`src/rtl/ttaw_pkg.sv`:
```
`timescale 1ns / 1ps
`default_nettype none

package ttaw_pkg;

   // Screen geometry
   localparam int COLUMNS      = 80;
   localparam int ROWS         = 25;
   localparam int TAB_WIDTH    = 8;
   localparam int SCREEN_CELLS = ROWS * COLUMNS;

   // Attribute values
   localparam logic [7:0] ATTR_RESET   = 8'h0f;
   localparam logic [7:0] ATTR_DEFAULT = 8'h07;
   localparam int         ATTR_BOLD_BIT      = 3;
   localparam int         ATTR_UNDERLINE_BIT = 0;
   localparam int         ATTR_BLINK_BIT     = 7;

   // Plain control bytes
   localparam logic [7:0] CHAR_BS        = 8'h08;
   localparam logic [7:0] CHAR_TAB       = 8'h09;
   localparam logic [7:0] CHAR_LF        = 8'h0A;
   localparam logic [7:0] CHAR_CR        = 8'h0D;
   localparam logic [7:0] CHAR_ESC       = 8'h1B;
   localparam logic [7:0] CHAR_SPACE     = 8'h20;
   localparam logic [7:0] CHAR_ZERO      = 8'h30;
   localparam logic [7:0] CHAR_NINE      = 8'h39;
   localparam logic [7:0] CHAR_SEMICOLON = 8'h3B;
   localparam logic [7:0] CHAR_LBRACKET  = 8'h5B;

   // Final bytes of an ESC [ sequence
   localparam logic [7:0] CSI_CURSOR_UP      = 8'h41;
   localparam logic [7:0] CSI_CURSOR_DOWN    = 8'h42;
   localparam logic [7:0] CSI_CURSOR_FORWARD = 8'h43;
   localparam logic [7:0] CSI_CURSOR_BACK    = 8'h44;
   localparam logic [7:0] CSI_NEXT_LINE      = 8'h45;
   localparam logic [7:0] CSI_PREV_LINE      = 8'h46;
   localparam logic [7:0] CSI_COLUMN_ABS     = 8'h47;
   localparam logic [7:0] CSI_POSITION       = 8'h48;
   localparam logic [7:0] CSI_POSITION_ALT   = 8'h66;
   localparam logic [7:0] CSI_SGR            = 8'h6D;

   // Graphic rendition codes
   localparam logic [7:0] SGR_RESET          = 8'd0;
   localparam logic [7:0] SGR_BOLD           = 8'd1;
   localparam logic [7:0] SGR_UNDERLINE      = 8'd4;
   localparam logic [7:0] SGR_BLINK          = 8'd5;
   localparam logic [7:0] SGR_REVERSE        = 8'd7;
   localparam logic [7:0] SGR_NORMAL         = 8'd22;
   localparam logic [7:0] SGR_FG_BASE        = 8'd30;
   localparam logic [7:0] SGR_BG_BASE        = 8'd40;
   localparam logic [7:0] SGR_FG_BRIGHT_BASE = 8'd90;
   localparam logic [7:0] SGR_BG_BRIGHT_BASE = 8'd100;
   localparam logic [7:0] SGR_COLOUR_SPAN    = 8'd7;

   // Register indexes
   localparam logic CSR_UNDERLINE_ENABLE = 1'b0;
   localparam logic CSR_BLINK_ENABLE     = 1'b1;

   // ANSI colour order to text-mode colour order
   localparam logic [2:0] ANSI_TO_VGA [8] = '{3'd0, 3'd4, 3'd2, 3'd6,
                                              3'd1, 3'd5, 3'd3, 3'd7};

   typedef logic [7:0] tab_table_type [256];

   function automatic tab_table_type build_tab_table();
      tab_table_type t;
      for (int i = 0; i < 256; i++) begin
         t[i] = 8'(((i / TAB_WIDTH) + 1) * TAB_WIDTH);
      end
      return t;
   endfunction

   // Next tab stop for every column, wrapped to 8 bits
   localparam tab_table_type TAB_STOP = build_tab_table();

   typedef enum logic [1:0] {
      MODE_IDLE = 2'd0,
      MODE_ESC  = 2'd1,
      MODE_CSI  = 2'd2
   } parse_mode_type;

   typedef struct packed {
      logic underline_enable;
      logic blink_enable;
   } cfg_type;

   typedef struct packed {
      logic        cell_write;
      logic [10:0] cell_address;
      logic [15:0] cell_value;
      logic [15:0] cursor_position;
   } result_type;

endpackage

`default_nettype wire

```
`src/rtl/ttaw_sgr.sv`:
```
`timescale 1ns / 1ps
`default_nettype none

module ttaw_sgr (
   input  wire logic [7:0]       param,
   input  wire logic [7:0]       attr,
   input  wire ttaw_pkg::cfg_type cfg,
   output logic [7:0]            attr_next
);
   import ttaw_pkg::*;

   logic [7:0] fg_off;
   logic [7:0] fgb_off;
   logic [7:0] bg_off;
   logic [7:0] bgb_off;

   assign fg_off  = param - SGR_FG_BASE;
   assign fgb_off = param - SGR_FG_BRIGHT_BASE;
   assign bg_off  = param - SGR_BG_BASE;
   assign bgb_off = param - SGR_BG_BRIGHT_BASE;

   always_comb begin
      attr_next = attr;
      priority if (param == SGR_RESET) begin
         attr_next = ATTR_DEFAULT;
      end else if (param == SGR_BOLD) begin
         attr_next[ATTR_BOLD_BIT] = 1'b1;
      end else if (param == SGR_UNDERLINE && cfg.underline_enable) begin
         attr_next[ATTR_UNDERLINE_BIT] = 1'b1;
      end else if (param == SGR_BLINK && cfg.blink_enable) begin
         attr_next[ATTR_BLINK_BIT] = 1'b1;
      end else if (param == SGR_REVERSE) begin
         attr_next = {attr[3:0], attr[7:4]};
      end else if (param == SGR_NORMAL) begin
         attr_next[ATTR_BOLD_BIT] = 1'b0;
      end else if (param >= SGR_FG_BASE && param <= SGR_FG_BASE + SGR_COLOUR_SPAN) begin
         attr_next[3:0] = {1'b0, ANSI_TO_VGA[fg_off[2:0]]};
      end else if (param >= SGR_FG_BRIGHT_BASE
                   && param <= SGR_FG_BRIGHT_BASE + SGR_COLOUR_SPAN) begin
         attr_next[3:0] = {1'b1, ANSI_TO_VGA[fgb_off[2:0]]};
      end else if (param >= SGR_BG_BASE && param <= SGR_BG_BASE + SGR_COLOUR_SPAN) begin
         attr_next[7:4] = {1'b0, ANSI_TO_VGA[bg_off[2:0]]};
      end else if (param >= SGR_BG_BRIGHT_BASE
                   && param <= SGR_BG_BRIGHT_BASE + SGR_COLOUR_SPAN) begin
         attr_next[7:4] = {1'b1, ANSI_TO_VGA[bgb_off[2:0]]};
      end else begin
         attr_next = attr;
      end
   end

endmodule

`default_nettype wire

```
`src/rtl/ttaw_engine.sv`:
```
`timescale 1ns / 1ps
`default_nettype none

module ttaw_engine (
   input  wire logic                 clock,
   input  wire logic                 reset,
   input  wire logic                 step_en,
   input  wire logic [7:0]           char_byte,
   input  wire ttaw_pkg::cfg_type    cfg,
   output ttaw_pkg::result_type      result
);
   import ttaw_pkg::*;

   logic [7:0]     col_ff, col_in;
   logic [7:0]     row_ff, row_in;
   logic [7:0]     attr_ff, attr_in;
   parse_mode_type mode_ff, mode_in;
   logic [7:0]     cur_ff, cur_in;
   logic [7:0]     first_ff, first_in;
   logic           two_ff, two_in;

   logic [15:0] lin;
   logic [15:0] emit_addr;
   logic [7:0]  emit_char;
   logic        emit;
   logic        plain;
   logic        last_row;
   logic [7:0]  tab_col;
   logic [7:0]  sgr_attr;
   logic [7:0]  digit_off;
   logic [15:0] cursor_lin;

   assign lin       = 16'(row_ff) * 16'(COLUMNS) + 16'(col_ff);
   assign last_row  = ({1'b0, row_ff} + 9'd1) == 9'(ROWS);
   assign tab_col   = TAB_STOP[col_ff];
   assign digit_off = char_byte - CHAR_ZERO;

   ttaw_sgr u_sgr (
      .param     (cur_ff),
      .attr      (attr_ff),
      .cfg       (cfg),
      .attr_next (sgr_attr)
   );

   always_comb begin
      col_in    = col_ff;
      row_in    = row_ff;
      attr_in   = attr_ff;
      mode_in   = mode_ff;
      cur_in    = cur_ff;
      first_in  = first_ff;
      two_in    = two_ff;
      emit      = 1'b0;
      emit_addr = lin;
      emit_char = char_byte;
      plain     = 1'b0;

      unique case (mode_ff)
         MODE_ESC: begin
            if (char_byte == CHAR_LBRACKET) begin
               mode_in  = MODE_CSI;
               cur_in   = 8'd0;
               first_in = 8'd0;
               two_in   = 1'b0;
            end else begin
               mode_in = MODE_IDLE;
               plain   = 1'b1;
            end
         end
         MODE_CSI: begin
            priority if (char_byte >= CHAR_ZERO && char_byte <= CHAR_NINE) begin
               cur_in = cur_ff * 8'd10 + {4'd0, digit_off[3:0]};
            end else if (char_byte == CHAR_SEMICOLON) begin
               first_in = cur_ff;
               cur_in   = 8'd0;
               two_in   = 1'b1;
            end else begin
               mode_in = MODE_IDLE;
               case (char_byte)
                  CSI_CURSOR_UP:      row_in = (cur_ff > row_ff) ? 8'd0 : row_ff - cur_ff;
                  CSI_CURSOR_DOWN:    row_in = row_ff + cur_ff;
                  CSI_CURSOR_FORWARD: col_in = col_ff + cur_ff;
                  CSI_CURSOR_BACK:    col_in = col_ff - cur_ff;
                  CSI_NEXT_LINE: begin
                     col_in = 8'd0;
                     row_in = row_ff + cur_ff;
                  end
                  CSI_PREV_LINE: begin
                     col_in = 8'd0;
                     row_in = row_ff - cur_ff;
                  end
                  CSI_COLUMN_ABS:     col_in = cur_ff;
                  CSI_POSITION, CSI_POSITION_ALT: begin
                     if (two_ff) begin
                        col_in = first_ff;
                        row_in = cur_ff;
                     end
                  end
                  CSI_SGR:            attr_in = sgr_attr;
                  default:            ;
               endcase
            end
         end
         default: begin
            // idle, and the spare code too
            mode_in = MODE_IDLE;
            plain   = 1'b1;
         end
      endcase

      if (plain) begin
         case (char_byte)
            CHAR_CR: col_in = 8'd0;
            CHAR_LF: begin
               col_in = 8'd0;
               row_in = last_row ? row_ff : row_ff + 8'd1;
            end
            CHAR_BS: begin
               if (col_ff != 8'd0) begin
                  col_in    = col_ff - 8'd1;
                  emit      = 1'b1;
                  emit_addr = lin - 16'd1;
                  emit_char = CHAR_SPACE;
               end
            end
            CHAR_TAB: begin
               if (16'(tab_col) < 16'(COLUMNS)) begin
                  col_in = tab_col;
               end else begin
                  col_in = 8'd0;
                  row_in = last_row ? row_ff : row_ff + 8'd1;
               end
            end
            CHAR_ESC: mode_in = MODE_ESC;
            default: begin
               emit   = 1'b1;
               col_in = col_ff + 8'd1;
            end
         endcase
      end
   end

   assign cursor_lin = 16'(row_in) * 16'(COLUMNS) + 16'(col_in);

   always_comb begin
      result = '0;
      result.cursor_position = cursor_lin;
      if (emit && emit_addr < 16'(SCREEN_CELLS)) begin
         result.cell_write   = 1'b1;
         result.cell_address = emit_addr[10:0];
         result.cell_value   = {attr_ff, emit_char};
      end
   end

   always_ff @(posedge clock) begin
      if (reset) begin
         col_ff   <= 8'd0;
         row_ff   <= 8'd0;
         attr_ff  <= ATTR_RESET;
         mode_ff  <= MODE_IDLE;
         cur_ff   <= 8'd0;
         first_ff <= 8'd0;
         two_ff   <= 1'b0;
      end else if (step_en) begin
         col_ff   <= col_in;
         row_ff   <= row_in;
         attr_ff  <= attr_in;
         mode_ff  <= mode_in;
         cur_ff   <= cur_in;
         first_ff <= first_in;
         two_ff   <= two_in;
      end
   end

endmodule

`default_nettype wire

```
`src/rtl/text_terminal_ansi_writer_core.sv`:
```
`timescale 1ns / 1ps
`default_nettype none

// Path: a word accepted on req_ waits in the input register, then passes through the
//   state update into the result register, which shows it on rsp_.
// Throughput: one word per cycle while rsp_stall is low, set by the loop through the
//   cursor, attribute and parser registers.
// Reset (synchronous, high): empties both stages, cursor to 0,0, attribute 0x0f,
//   parser idle, both enables cleared.
module text_terminal_ansi_writer_core (
   input  wire logic        clock,
   input  wire logic        reset,
   input  wire logic        req_valid,
   output logic             req_stall,
   input  wire logic [7:0]  req_input_byte,
   output logic             rsp_valid,
   input  wire logic        rsp_stall,
   output logic             rsp_cell_write,
   output logic [10:0]      rsp_cell_address,
   output logic [15:0]      rsp_cell_value,
   output logic [15:0]      rsp_cursor_position,
   input  wire logic        csr_write_enable,
   input  wire logic        csr_index,
   input  wire logic        csr_write_data
);
   import ttaw_pkg::*;

   // Configuration registers
   cfg_type cfg_ff;

   // Input stage: holds the byte waiting for the state update
   logic       in_valid_ff, in_valid_in;
   logic [7:0] in_byte_ff;

   // Result stage
   logic       out_valid_ff, out_valid_in;
   result_type out_ff;
   result_type step_result;

   logic req_accept;
   logic step_en;

   // Advance the input word whenever the result register is free or being drained.
   assign step_en    = in_valid_ff && (!out_valid_ff || !rsp_stall);
   // Stall the source only while the input word cannot move on.
   assign req_stall  = in_valid_ff && !step_en;
   assign req_accept = req_valid && !req_stall;

   assign in_valid_in  = req_accept || (in_valid_ff && !step_en);
   assign out_valid_in = step_en || (out_valid_ff && rsp_stall);

   always_ff @(posedge clock) begin
      if (reset) begin
         cfg_ff <= '0;
      end else if (csr_write_enable) begin
         unique case (csr_index)
            CSR_UNDERLINE_ENABLE: cfg_ff.underline_enable <= csr_write_data;
            CSR_BLINK_ENABLE:     cfg_ff.blink_enable     <= csr_write_data;
         endcase
      end
   end

   always_ff @(posedge clock) begin
      if (reset) begin
         in_valid_ff  <= 1'b0;
         out_valid_ff <= 1'b0;
      end else begin
         in_valid_ff  <= in_valid_in;
         out_valid_ff <= out_valid_in;
      end
   end

   // Payload registers carry no reset
   always_ff @(posedge clock) begin
      if (req_accept) begin
         in_byte_ff <= req_input_byte;
      end
      if (step_en) begin
         out_ff <= step_result;
      end
   end

   // Cursor, attribute and escape parser; updates once per advanced word
   ttaw_engine u_engine (
      .clock     (clock),
      .reset     (reset),
      .step_en   (step_en),
      .char_byte (in_byte_ff),
      .cfg       (cfg_ff),
      .result    (step_result)
   );

   assign rsp_valid           = out_valid_ff;
   assign rsp_cell_write      = out_ff.cell_write;
   assign rsp_cell_address    = out_ff.cell_address;
   assign rsp_cell_value      = out_ff.cell_value;
   assign rsp_cursor_position = out_ff.cursor_position;

   // A stalled source means both stages are full and the sink is holding.
   a_stall_only_when_full: assert property (@(posedge clock) disable iff (reset)
      req_stall |-> (in_valid_ff && out_valid_ff && rsp_stall))
      else $error("input stalled with room in the pipe");

   // A held result is not overwritten.
   a_result_held: assert property (@(posedge clock) disable iff (reset)
      (rsp_valid && rsp_stall) |=> (rsp_valid && $stable(out_ff)))
      else $error("held result changed");

   // Off-screen writes are dropped.
   a_write_on_screen: assert property (@(posedge clock) disable iff (reset)
      (rsp_valid && rsp_cell_write) |-> (rsp_cell_address < 11'(SCREEN_CELLS)))
      else $error("cell write beyond the screen");

   // No write means a cleared address and value.
   a_no_write_clear: assert property (@(posedge clock) disable iff (reset)
      (rsp_valid && !rsp_cell_write) |-> (rsp_cell_address == 11'd0
                                          && rsp_cell_value == 16'd0))
      else $error("idle cell fields not cleared");

   // Both stages are empty straight after reset.
   a_empty_after_reset: assert property (@(posedge clock)
      reset |=> (!rsp_valid && !in_valid_ff))
      else $error("pipe not empty after reset");

endmodule

`default_nettype wire

```
`config.mk`:
```
export PLATFORM = sky130hd
export DESIGN_NAME = text_terminal_ansi_writer_core
export DESIGN_NICKNAME = d
export VERILOG_FILES = /design/src/rtl/ttaw_pkg.sv /design/src/rtl/ttaw_sgr.sv /design/src/rtl/ttaw_engine.sv /design/src/rtl/text_terminal_ansi_writer_core.sv
export SDC_FILE = /design/constraint.sdc
export NUM_CORES = 1
export LEC_CHECK = 0
export BUFFER_PORTS_ARGS = -buffer_cell sky130_fd_sc_hd__buf_2
export CAP_MARGIN = 20
export CORE_MARGIN = 4
export CORE_UTILIZATION = 32
export CTS_CLUSTER_DIAMETER = 120
export DETAILED_ROUTE_END_ITERATION = 6
export GPL_TIMING_DRIVEN = 1
export SLEW_MARGIN = 30
export SYNTH_ARGS = -nofsm -noshare
export SYNTH_HDL_FRONTEND = slang
export SYNTH_SLANG_ARGS = --single-unit
```
`constraint.sdc`:
```
create_clock -name clock -period 4.9 [get_ports clock]
set_input_delay 0.735 -clock clock [delete_from_list [all_inputs] [get_ports clock]]
set_output_delay 0.735 -clock clock [all_outputs]
set_load 0.01 [all_outputs]
```
==> summary.txt, run 1 <==
Outcome
  – Status: complete, no violations

Power
  – Leakage: 4.012 nW
  – Power per Cell Area: 192.3 nW/um^2
  – Max VDD drop: 0.2005 mV

Route
  – Vias per cell: 5.571
  – WL final: 26760 um
  – 1st-pass router iterations: 5
  – Vias: 8151
  – DR WL/cell: 18.29 um
  – Final ANT Viol Nets: 0
  – Initial DRC Count: 689
  – DRC violations left: 0

Timing
  – Hold_ws: 0.4551 ns
  – Max Slew Vio Count: 0
  – Relative slew slack: 0.4637
  – Clk_skew: 0.01015 ns
  – Setup ws final: 0.2421 ns
  – Tmin final: 4.658 ns
  – Max Fclk: 214.7 MHz
  – Fin crit share: 0.9506
  – Setup Viol. Count Final: 0
  – Worst-Margin Slew: 0.7971 ns
  – Final number of hold-violating endpoints: 0

Critical path
  – Family with the most delay on the worst path: simple AND/OR/NAND/NOR gates
  – CP arrival: 4.78 ns
  – Crit-path most repeated cell: buf_4
  – Setup CP Type: reg2reg
  – Worst path cell trace: buf_4 > or4b_1 > a2111oi_2 > buf_4 > buf_4 > nand2_1 > o21ai_0 > a311oi_1 > a211oi_1 > buf_4 > ha_1 > ha_1 > inv_1 > fa_1 > xor2_1 > or2_2 > nor3b_2 > nand3b_1 > xnor2_1 > xnor2_1
  – Buf+Inv Stages, Crit Path: 5
  – Critical Path Start Type: flip-flop
  – Max FO, Critical Path: 11
  – Crit-path max cell delay: 0.56 ns
  – Worst setup EP type: flip-flop
  – Register-to-register setup slack: 0.24 ns
  – Slowest cell on crit path: or4b_1
  – Worst endpoint required time: 5.02 ns

Layout
  – N_diodes: 0
  – Area Overhead vs Synth: 16.82%
  – Share of layout cells above drive strength 1: 0.1836
  – Final Net Count: 1221

Clock network
  – Root Driver: clkbuf_16
  – CTS tree: done
  – Cts bufs inserted: 9
  – Clk buf depth: 2
  – Sink Count: 99
  – Clk Latency, worst-skew pair: 0.37 ns
  – Hold_buf cts: 0
  – H-tree depth: 3
  – Clock transition at path regs: 0.08 ns

Die
  – Initial Utilization: 0.3246
  – Die W: 173.3 um
  – Core Region: 26950 sq um
  – Die Area: 30040 sq um
  – Die Ht: 173.3 um
  – Site row count: 60
  – Io pins: 61

Global route
  – First-pass GRT wire length: 42990 um
  – Largest net degree at the start of global routing: 56
  – Vias in the first global route: 7960
  – Grt ovf: 0
  – Antenna violations before repair: 0
  – Tot GR Track Use: 0.1751

Synthesis
  – Most area-consuming cells after synthesis: edfxtp_1 (18%), ha_1 (11%), dfxtp_1 (11%), a21oi_1 (4.7%), xnor2_1 (4.3%)
  – Yosys cell types: 86
  – Post-synth EDFFs: 52
  – Primary FF master, synth: edfxtp_1
  – Post-synth net total: 1126
  – Synth Register Bits: 99
  – Yosys top cell by area: edfxtp_1
  – Top post-synthesis cells by count: nor2_1 (88), a21oi_1 (83), ha_1 (80), nand2_1 (80)
  – Cell with the most instances after synthesis: nor2_1
  – Synth Cell Area: 8747 sq um
  – Synth top area share: 0.1785
  – Post-synthesis instance total: 1022
  – Synthesized area per cell: 8.559 sq um
  – Fraction of registers with async set/reset: 0
  – Post-synthesis sequential area ratio: 0.2861
  – Synth warn: 0

Placed design
  – Gpl congestion: 0.9257
  – HPWL after detailed placement: 19850 um
  – DP Worst Slack: 0.08059 ns
  – Count of buffers inserted at the top-level ports: 60

Job
  – Max-Cap Viols: 0

Hold path
  – Worst min path class: reg2reg
per-stage QoR:
| stage | power [W] | area, sq um | util | TNS (ns) | cells |
|---|---|---|---|---|---|
| after floorplan | 0.001128 | 8751 | - | 0 | 1022 |
| after global placement | 0.001222 | 9778 | 0.3628 | 0 | 1445 |
| after detailed placement | 0.001226 | 9783 | 0.3630 | 0 | 1445 |
| after CTS | 0.001981 | 10080 | 0.3740 | 0 | 1461 |
| after global routing | 0.002045 | 10220 | 0.3792 | -0.01627 | 1463 |
| final | 0.001965 | 10220 | 0.3792 | 0 | 1463 |
final cells by class:
cell class / instances / area (sq um)
fillers: 2771 / 16730
inverters: 49 / 183.9
well taps: 341 / 426.7
multi-input cells: 829 / 5989
clock buffers: 11 / 252.7
repair buffers: 129 / 818.3
clock inverters: 5 / 43.79
flip-flops and latches: 99 / 2504
timing repair:
action / in CTS / in global routing
resized for setup: 0 / 26
endpoints found under the setup margin: 0 / 4
buffers inserted: 0 / 2
hold endpoints to repair: 0 / 0
state kept, by name (all words and copies together), names as in the netlist:
| register | flops |
|---|---|
| u_engine.first_ff | 8 |
| rsp_cursor_position | 16 |
| rsp_cell_address | 11 |
| u_engine.cur_ff | 8 |
| cfg_ff | 2 |
| u_engine.attr_ff | 8 |
| u_engine.mode_ff | 2 |
| in_valid_ff | 1 |
| u_engine.col_ff | 8 |
| rsp_valid | 1 |
| in_byte_ff | 8 |
| u_engine.two_ff | 1 |
| rsp_cell_write | 1 |
| u_engine.row_ff | 8 |
| rsp_cell_value | 16 |
worst min-delay path: stages, from the launching register on:
cell	delay (ns)
dfxtp_1	0.31
nand2_1	0.05
a21oi_1	0.05
cells by family (layout without fill, tap and decap cells):
| group | after synthesis | in the layout | share of synthesized area |
|---|---|---|---|
| flip-flops | 99 | 99 | 0.2861 |
| AO/OA/AOI/OAI | 289 | 289 | 0.2333 |
| AND/OR/NAND/NOR | 366 | 366 | 0.2118 |
| buffers and inverters | 94 | 194 | 0.04377 |
| other | 1 | 1 | 0.0004287 |
| XOR/XNOR | 66 | 66 | 0.06766 |
| adder cells (fa/ha/maj) | 89 | 89 | 0.1350 |
| multiplexers | 18 | 18 | 0.02189 |
metal layers:
layer	track usage	up-vias	wire, um
met4	0.05587	0	694
met3	0.03010	47	1788
li1	-	3959	-
met1	0.2356	3867	11680
met2	0.2870	278	12590
met5	0	-	0
cell usage in the layout, fill, tap and decap left out, drive strengths merged, types with 14 or more instances in the layout:
cell type / count
a211oi: 15
a21o: 14
a21oi: 84
and2: 28
buf: 129
dfxtp: 47
edfxtp: 52
ha: 80
inv: 51
nand2: 80
nand2b: 23
nand3: 37
nor2: 90
nor2b: 14
nor3: 33
o21ai: 55
xnor2: 43
xor2: 22
report_power, final:
part	switching, W	leakage [nW]	internal [W]
registers	0.0000189	0.871	0.000906
logic	0.000182	2.99	0.000105
clock network	0.000372	0.147	0.000380
worst paths after layout:
check / startpoint / endpoint / depth (start not counted)
worst max register to register: in_byte_ff[5] / rsp_cursor_position[13] / 20
worst max-delay path: in_byte_ff[5] / rsp_cursor_position[13] / 20
worst min-delay path: u_engine.first_ff[2] / u_engine.first_ff[2] / 2
worst min register to register: u_engine.first_ff[2] / u_engine.first_ff[2] / 2
Note: power is estimated with default switching activity, not from simulation.
==> run 2: changes to the inputs <==
- ABC_AREA: not set -> 1
==> summary.txt, run 2 <==
Timing
  – Relative slew slack: 0.4090
  – Max Fclk: 225.0 MHz
  – Setup Viol. Count Final: 0
  – Fin crit share: 0.9070
  – Final number of hold-violating endpoints: 0
  – Worst-Margin Slew: 0.8865 ns
  – RSZ-0062 raised after global routing: false
  – Clk_skew: 0.01142 ns
  – Tmin final: 4.444 ns
  – Max Slew Vio Count: 0
  – Setup tns final: 0 ns
  – Hold_ws: 0.4711 ns

Clock network
  – H-tree depth: 3
  – Root Driver: clkbuf_16
  – Cts bufs inserted: 9
  – CTS resizes: 0
  – Hold_buf cts: 0
  – Clk buf depth: 2
  – Clk Latency, worst-skew pair: 0.36 ns
  – Postcts setup bufs: 0
  – Sink Count: 99
  – Clock transition at path regs: 0.08 ns
  – CTS tree: done

Layout
  – N_diodes: 0
  – Commonest non-fill, non-tap cell in the layout: nand2_1
  – Share of layout cells above drive strength 1: 0.1388
  – Area Overhead vs Synth: 13.44%
  – Final Net Count: 1453
  – Commonest cells after routing, fill and taps aside: nand2_1 (311), inv_1 (158), nand3_1 (98), nor2_1 (97), a21oi_1 (97)

Synthesis
  – Synth top area share: 0.1733
  – Synth Register Bits: 99
  – Yosys cell types: 53
  – Synth warn: 0
  – Post-synth net total: 1378
  – Yosys top cell by area: edfxtp_1
  – Post-synth EDFFs: 52
  – Primary FF master, synth: edfxtp_1
  – Synth Cell Area: 9009 sq um
  – Cell with the most instances after synthesis: nand2_1
  – Post-synthesis sequential area ratio: 0.2778
  – Most area-consuming cells after synthesis: edfxtp_1 (17%), nand2_1 (13%), ha_1 (11%), dfxtp_1 (10%), inv_1 (6.6%)
  – Post-synthesis instance total: 1274
  – Fraction of registers with async set/reset: 0
  – Top post-synthesis cells by count: nand2_1 (312), inv_1 (158), nand3_1 (99)
  – Synthesized area per cell: 7.071 sq um

Route
  – Vias per cell: 4.910
  – DRC violations left: 0
  – WL final: 24870 um
  – 1st-pass router iterations: 5
  – DR WL/cell: 14.36 um
  – Final ANT Viol Nets: 0
  – Vias: 8504
  – Initial DRC Count: 606

Power
  – Leakage: 4.957 nW
  – Power per Cell Area: 237.9 nW/um^2
  – Max VDD drop: 0.1168 mV

Critical path
  – R2R cell count: 25
  – Max FO, Critical Path: 8
  – Setup CP Type: reg2reg
  – Worst setup EP type: flip-flop
  – Critical Path Start Type: flip-flop
  – CP arrival: 4.57 ns
  – Worst endpoint required time: 5.03 ns

Die
  – Die Ht: 175.8 um
  – Core Region: 27780 sq um
  – Die Area: 30900 sq um
  – Site row count: 61
  – Initial Utilization: 0.3243
  – Die W: 175.8 um
  – Io pins: 61

Placed design
  – Count of buffers inserted at the top-level ports: 60
  – HPWL after detailed placement: 19580 um
  – Gpl congestion: 0.9354

Global route
  – Antenna violations before repair: 0
  – Tot GR Track Use: 0.1616
  – Vias in the first global route: 8112
  – Grt ovf: 0
  – Largest net degree at the start of global routing: 41
  – First-pass GRT wire length: 40730 um

Hold path
  – WHS Path Cells: 2
  – Worst min path class: reg2reg

Outcome
  – Status: complete, no violations

Job
  – Max-Cap Viols: 0
==> run 2: cell count changes after synthesis, sizes merged, moves of 14 or more <==
cell	before	now
nand2	80	324
nor2b	14	0
a21oi	84	98
nand2b	23	0
xnor2	43	9
nor2	90	130
nor3	33	19
and2	28	1
nand3	37	101
inv	49	176
==> run 2: path summary, 6_finish.rpt <==
path	from	to	slack [ns]
max reg2reg	u_engine.row_ff[1]	rsp_cursor_position[14]	0.46
min reg2reg	u_engine.first_ff[7]	u_engine.first_ff[7]	0.47
min	u_engine.first_ff[7]	u_engine.first_ff[7]	0.47
max	u_engine.row_ff[1]	rsp_cursor_position[14]	0.46
==> run 2: worst max-delay path, stage by stage (launching register included) <==
cell and delay (ns):
dfxtp_1 0.58, ha_1 0.27, nand2_1 0.11, nor2_1 0.25
nand4_1 0.15, nand2_1 0.10, inv_1 0.05, nor3_1 0.19
nand2_1 0.18, inv_1 0.16, nand2_1 0.07, o211ai_1 0.11
nand2_1 0.17, ha_1 0.32, ha_1 0.17, inv_1 0.05
fa_1 0.39, nor2_1 0.11, o21ai_0 0.08, nand2_1 0.10
xor2_1 0.25, inv_1 0.07, nand4_1 0.12, nor2_1 0.06
nand3_1 0.07, nand2_1 0.05
==> run 2: per-stage QoR <==
step	instance area (sq um)	instances	power, W	worst slack, ns	utilization
final	10220	1732	0.002431	0.4558	0.3679
after detailed placement	9892	1716	0.001681	0.2908	0.3561
after floorplan	9009	1274	0.001504	0.7608	-
after global placement	9892	1716	0.001677	0.4739	0.3561
after CTS	10210	1732	0.002444	0.2755	0.3674
after global routing	10220	1732	0.002571	0.02647	0.3679
==> run 2: logic make-up after synthesis <==
| kind of cell | share of synthesized area |
|---|---|
| AO/OA/AOI/OAI | 0.1383 |
| XOR/XNOR | 0.04278 |
| adder cells (fa/ha/maj) | 0.1311 |
| buffers and inverters | 0.09041 |
| flip-flops | 0.2778 |
| other | 0.0004163 |
| AND/OR/NAND/NOR | 0.3192 |
==> run 2: where the power goes <==
part | total (W) | internal [W] | switching [W]
combinational | 0.000698 | 0.000246 | 0.000452
sequential | 0.000967 | 0.000929 | 0.0000388
clock | 0.000766 | 0.000401 | 0.000364
total | 0.00243 | 0.00158 | 0.000856
==> run 2: final cells by class <==
| class | instances | area (sq um) |
|---|---|---|
| tap | 378 | 473.0 |
| multi-input combinational | 969 | 5712 |
| clock inverter | 5 | 50.05 |
| clock buffer | 11 | 264.0 |
| timing repair buffer | 91 | 545.5 |
| inverter | 179 | 671.9 |
| fill | 2980 | 17560 |
| sequential | 99 | 2504 |
==> run 2: per-layer routing <==
| layer | up-vias | part of all wire | routed length, um | track usage |
|---|---|---|---|---|
| met5 | - | 0 | 0 | 0 |
| met4 | 0 | 0.026 | 648 | 0.05523 |
| met3 | 44 | 0.045 | 1122 | 0.01980 |
| met2 | 209 | 0.46 | 11510 | 0.2693 |
| met1 | 3888 | 0.47 | 11590 | 0.2173 |
| li1 | 4363 | - | - | - |
==> run 3: changes to the inputs <==
- SYNTH_HIERARCHICAL: not set -> 1
==> summary.txt, run 3 <==
Die
  – Io pins: 61
  – Core Region: 28780 sq um
  – Die Area: 32020 sq um
  – Initial Utilization: 0.3249
  – Die Ht: 179.0 um
  – Site row count: 62
  – Die W: 179.0 um

Global route
  – Routing usage on met2: 0.2666
  – Largest net degree at the start of global routing: 42
  – Busiest grt layer: met2
  – Antenna violations before repair: 0
  – Met1 Use GR: 0.2346
  – M3 GR Usage: 0.02615
  – First-pass GRT wire length: 43160 um
  – Grt ovf: 0
  – Tot GR Track Use: 0.1665
  – Vias in the first global route: 8217

Critical path
  – CP startpoint: in_byte_ff[3]
  – Reg-to-reg endpoint: rsp_cursor_position[14]
  – Worst setup EP type: flip-flop
  – CP arrival: 4.66 ns
  – R2R cell count: 23
  – Register-to-register setup slack: 0.35 ns
  – Max FO, Critical Path: 10
  – Setup CP Type: reg2reg
  – Worst setup path end: rsp_cursor_position[14]
  – Critical Path Start Type: flip-flop
  – Critical R2R Launch: in_byte_ff[3]
  – Worst endpoint required time: 5.01 ns

Hold path
  – Worst min path class: reg2reg

Timing
  – Tmin final: 4.549 ns
  – Clk_skew: 0.01128 ns
  – Hold_ws: 0.4687 ns
  – Worst-Margin Slew: 0.8606 ns
  – Setup tns final: 0 ns
  – Fin crit share: 0.9283
  – Max Slew Vio Count: 0
  – Final number of hold-violating endpoints: 0
  – Max Fclk: 219.8 MHz
  – Relative slew slack: 0.4263
  – Setup Viol. Count Final: 0

Job
  – Max-Cap Viols: 0

Route
  – WL final: 26840 um
  – Vias per cell: 4.987
  – 1st-pass router iterations: 5
  – DRC violations left: 0
  – Vias: 8966
  – Final ANT Viol Nets: 0
  – DR WL/cell: 14.92 um
  – Initial DRC Count: 743

Placed design
  – Gpl congestion: 0.9709
  – Placed cells: 1777
  – HPWL after detailed placement: 21360 um
  – Count of buffers inserted at the top-level ports: 60

Synthesis
  – Portion of netlist area occupied by mux cells: 0
  – Synth warn: 6
  – Synth top area share: 0.1670
  – Compound-cell area share of the yosys netlist: 0.1294
  – Xor/xnor share of the synthesized area: 0.04014
  – Most area-consuming cells after synthesis: edfxtp_1 (17%), nand2_1 (12%), ha_1 (10%), dfxtp_1 (10%), inv_1 (7.5%)
  – Post-synth net total: 1437
  – Fraction of registers with async set/reset: 0
  – Top post-synthesis cells by count: nand2_1 (301), inv_1 (187), nand3_1 (115)
  – Synth Cell Area: 9351 sq um
  – Cell with the most instances after synthesis: nand2_1
  – Primary FF master, synth: edfxtp_1
  – Post-synth EDFFs: 52
  – Post-synthesis simple-gate area fraction: 0.3358
  – Synth Register Bits: 99
  – Post-synthesis instance total: 1337
  – Largest family of logic cells by synthesized area: simple AND/OR/NAND/NOR gates
  – Post-synthesis sequential area ratio: 0.2676
  – Adder-Cell Fraction of Synth Area: 0.1210
  – Synthesized area per cell: 6.994 sq um
  – Yosys cell types: 53
  – Yosys top cell by area: edfxtp_1

Power
  – Max VDD drop: 0.1753 mV
  – Power per Cell Area: 227.9 nW/um^2
  – Total power: 0.002394 W
  – Leakage: 5.038 nW

Layout
  – Commonest non-fill, non-tap cell in the layout: nand2_1
  – N_diodes: 0
  – Share of layout cells above drive strength 1: 0.1528
  – Non-filler instance count after layout: 1798
  – Final Net Count: 1509
  – Commonest cells after routing, fill and taps aside: nand2_1 (301), inv_1 (187), nand3_1 (115), a21oi_1 (90), nor2_1 (90)
  – Area Overhead vs Synth: 12.30%

Clock network
  – Cts bufs inserted: 9
  – CTS tree: done
  – Sink Count: 99
  – Clk buf depth: 2
  – Clock transition at path regs: 0.08 ns
  – Clk Latency, worst-skew pair: 0.36 ns
  – Root Driver: clkbuf_16
  – H-tree depth: 3

Outcome
  – Status: complete, no violations
run 3: cell types whose count changed after synthesis, moves of 8 or more:
cell	previous run	this run
a22oi_1	4	12
nor2_2	6	17
nor2_4	25	3
nand2_2	9	17
nor3_2	2	21
nand3_1	99	115
nand2_1	312	301
nand4_1	20	31
inv_1	158	187
run 3: what timing repair did:
action	CTS	global route
resized for setup	0	6
setup buffers	0	5
hold buffers	0	0
setup endpoints to repair	0	3
run 3: cells by family (layout without fill, tap and decap cells):
| kind of cell | count (synthesis) | count (layout) |
|---|---|---|
| AOI/OAI and AO/OA | 213 | 213 |
| xor gates and xnor gates | 42 | 42 |
| adders and majority gates | 85 | 85 |
| buffers and inverters | 242 | 319 |
| DFF | 99 | 99 |
| other | 1 | 1 |
| and+or+nand+nor | 655 | 655 |
run 3: stage by stage:
step,cell area (sq um),worst slack [ns],utilization
after floorplan,9351,0.7365,-
after global routing,10500,-0.006609,0.3649
after global placement,10160,0.4142,0.3531
after detailed placement,10160,0.3447,0.3531
after CTS,10450,0.3276,0.3630
final,10500,0.3513,0.3649
run 3: worst min-delay path by stage:
stage                      endpoint  cells after the start  startpoint  slack, ns
after CTS                 cfg_ff[0]                      2   cfg_ff[0]       0.48
after detailed placement  cfg_ff[0]                      2   cfg_ff[0]       0.46
after global routing      cfg_ff[0]                      2   cfg_ff[0]       0.50
final                     cfg_ff[0]                      2   cfg_ff[0]       0.47
after global placement    cfg_ff[0]                      2   cfg_ff[0]       0.45
after floorplan           cfg_ff[0]                      2   cfg_ff[0]       0.43
run 3: worst max-delay path, cell delays in order (launching register included):
cell      delay, ns
edfxtp_1       0.59
nand2_4        0.19
nor2_2         0.07
inv_1          0.07
nor2_1         0.04
nor2_1         0.17
nand2_1        0.08
inv_1          0.25
nand2_2        0.18
inv_2          0.19
nand3_1        0.09
o221ai_1       0.21
nand2_1        0.19
ha_1           0.33
ha_1           0.16
inv_1          0.05
fa_1           0.40
o31ai_1        0.38
xor2_1         0.31
inv_1          0.07
nand4_1        0.11
nor2_1         0.06
nand3_1        0.07
nand2_1        0.05
run 3: cell type report:
class	instances	area, sq um
sequential	99	2505
fill	3036	18280
timing repair buffer	95	563.0
multi-input combinational	996	5887
inverter	208	780.7
clock inverter	6	56.30
tap	384	480.5
clock buffer	10	229.0
run 3: power by group:
| group | internal (W) | switching [W] | total, W |
|---|---|---|---|
| Sequential | 0.000930 | 0.0000401 | 0.000970 |
| Combinational | 0.000248 | 0.000463 | 0.000712 |
| Clock | 0.000357 | 0.000356 | 0.000713 |
run 3: routing by layer:
layer  part of all wire  up-vias
li1                   -     4588
met1               0.48     4115
met2               0.45      232
met3              0.050       31
met4              0.018        0
met5                  0        -
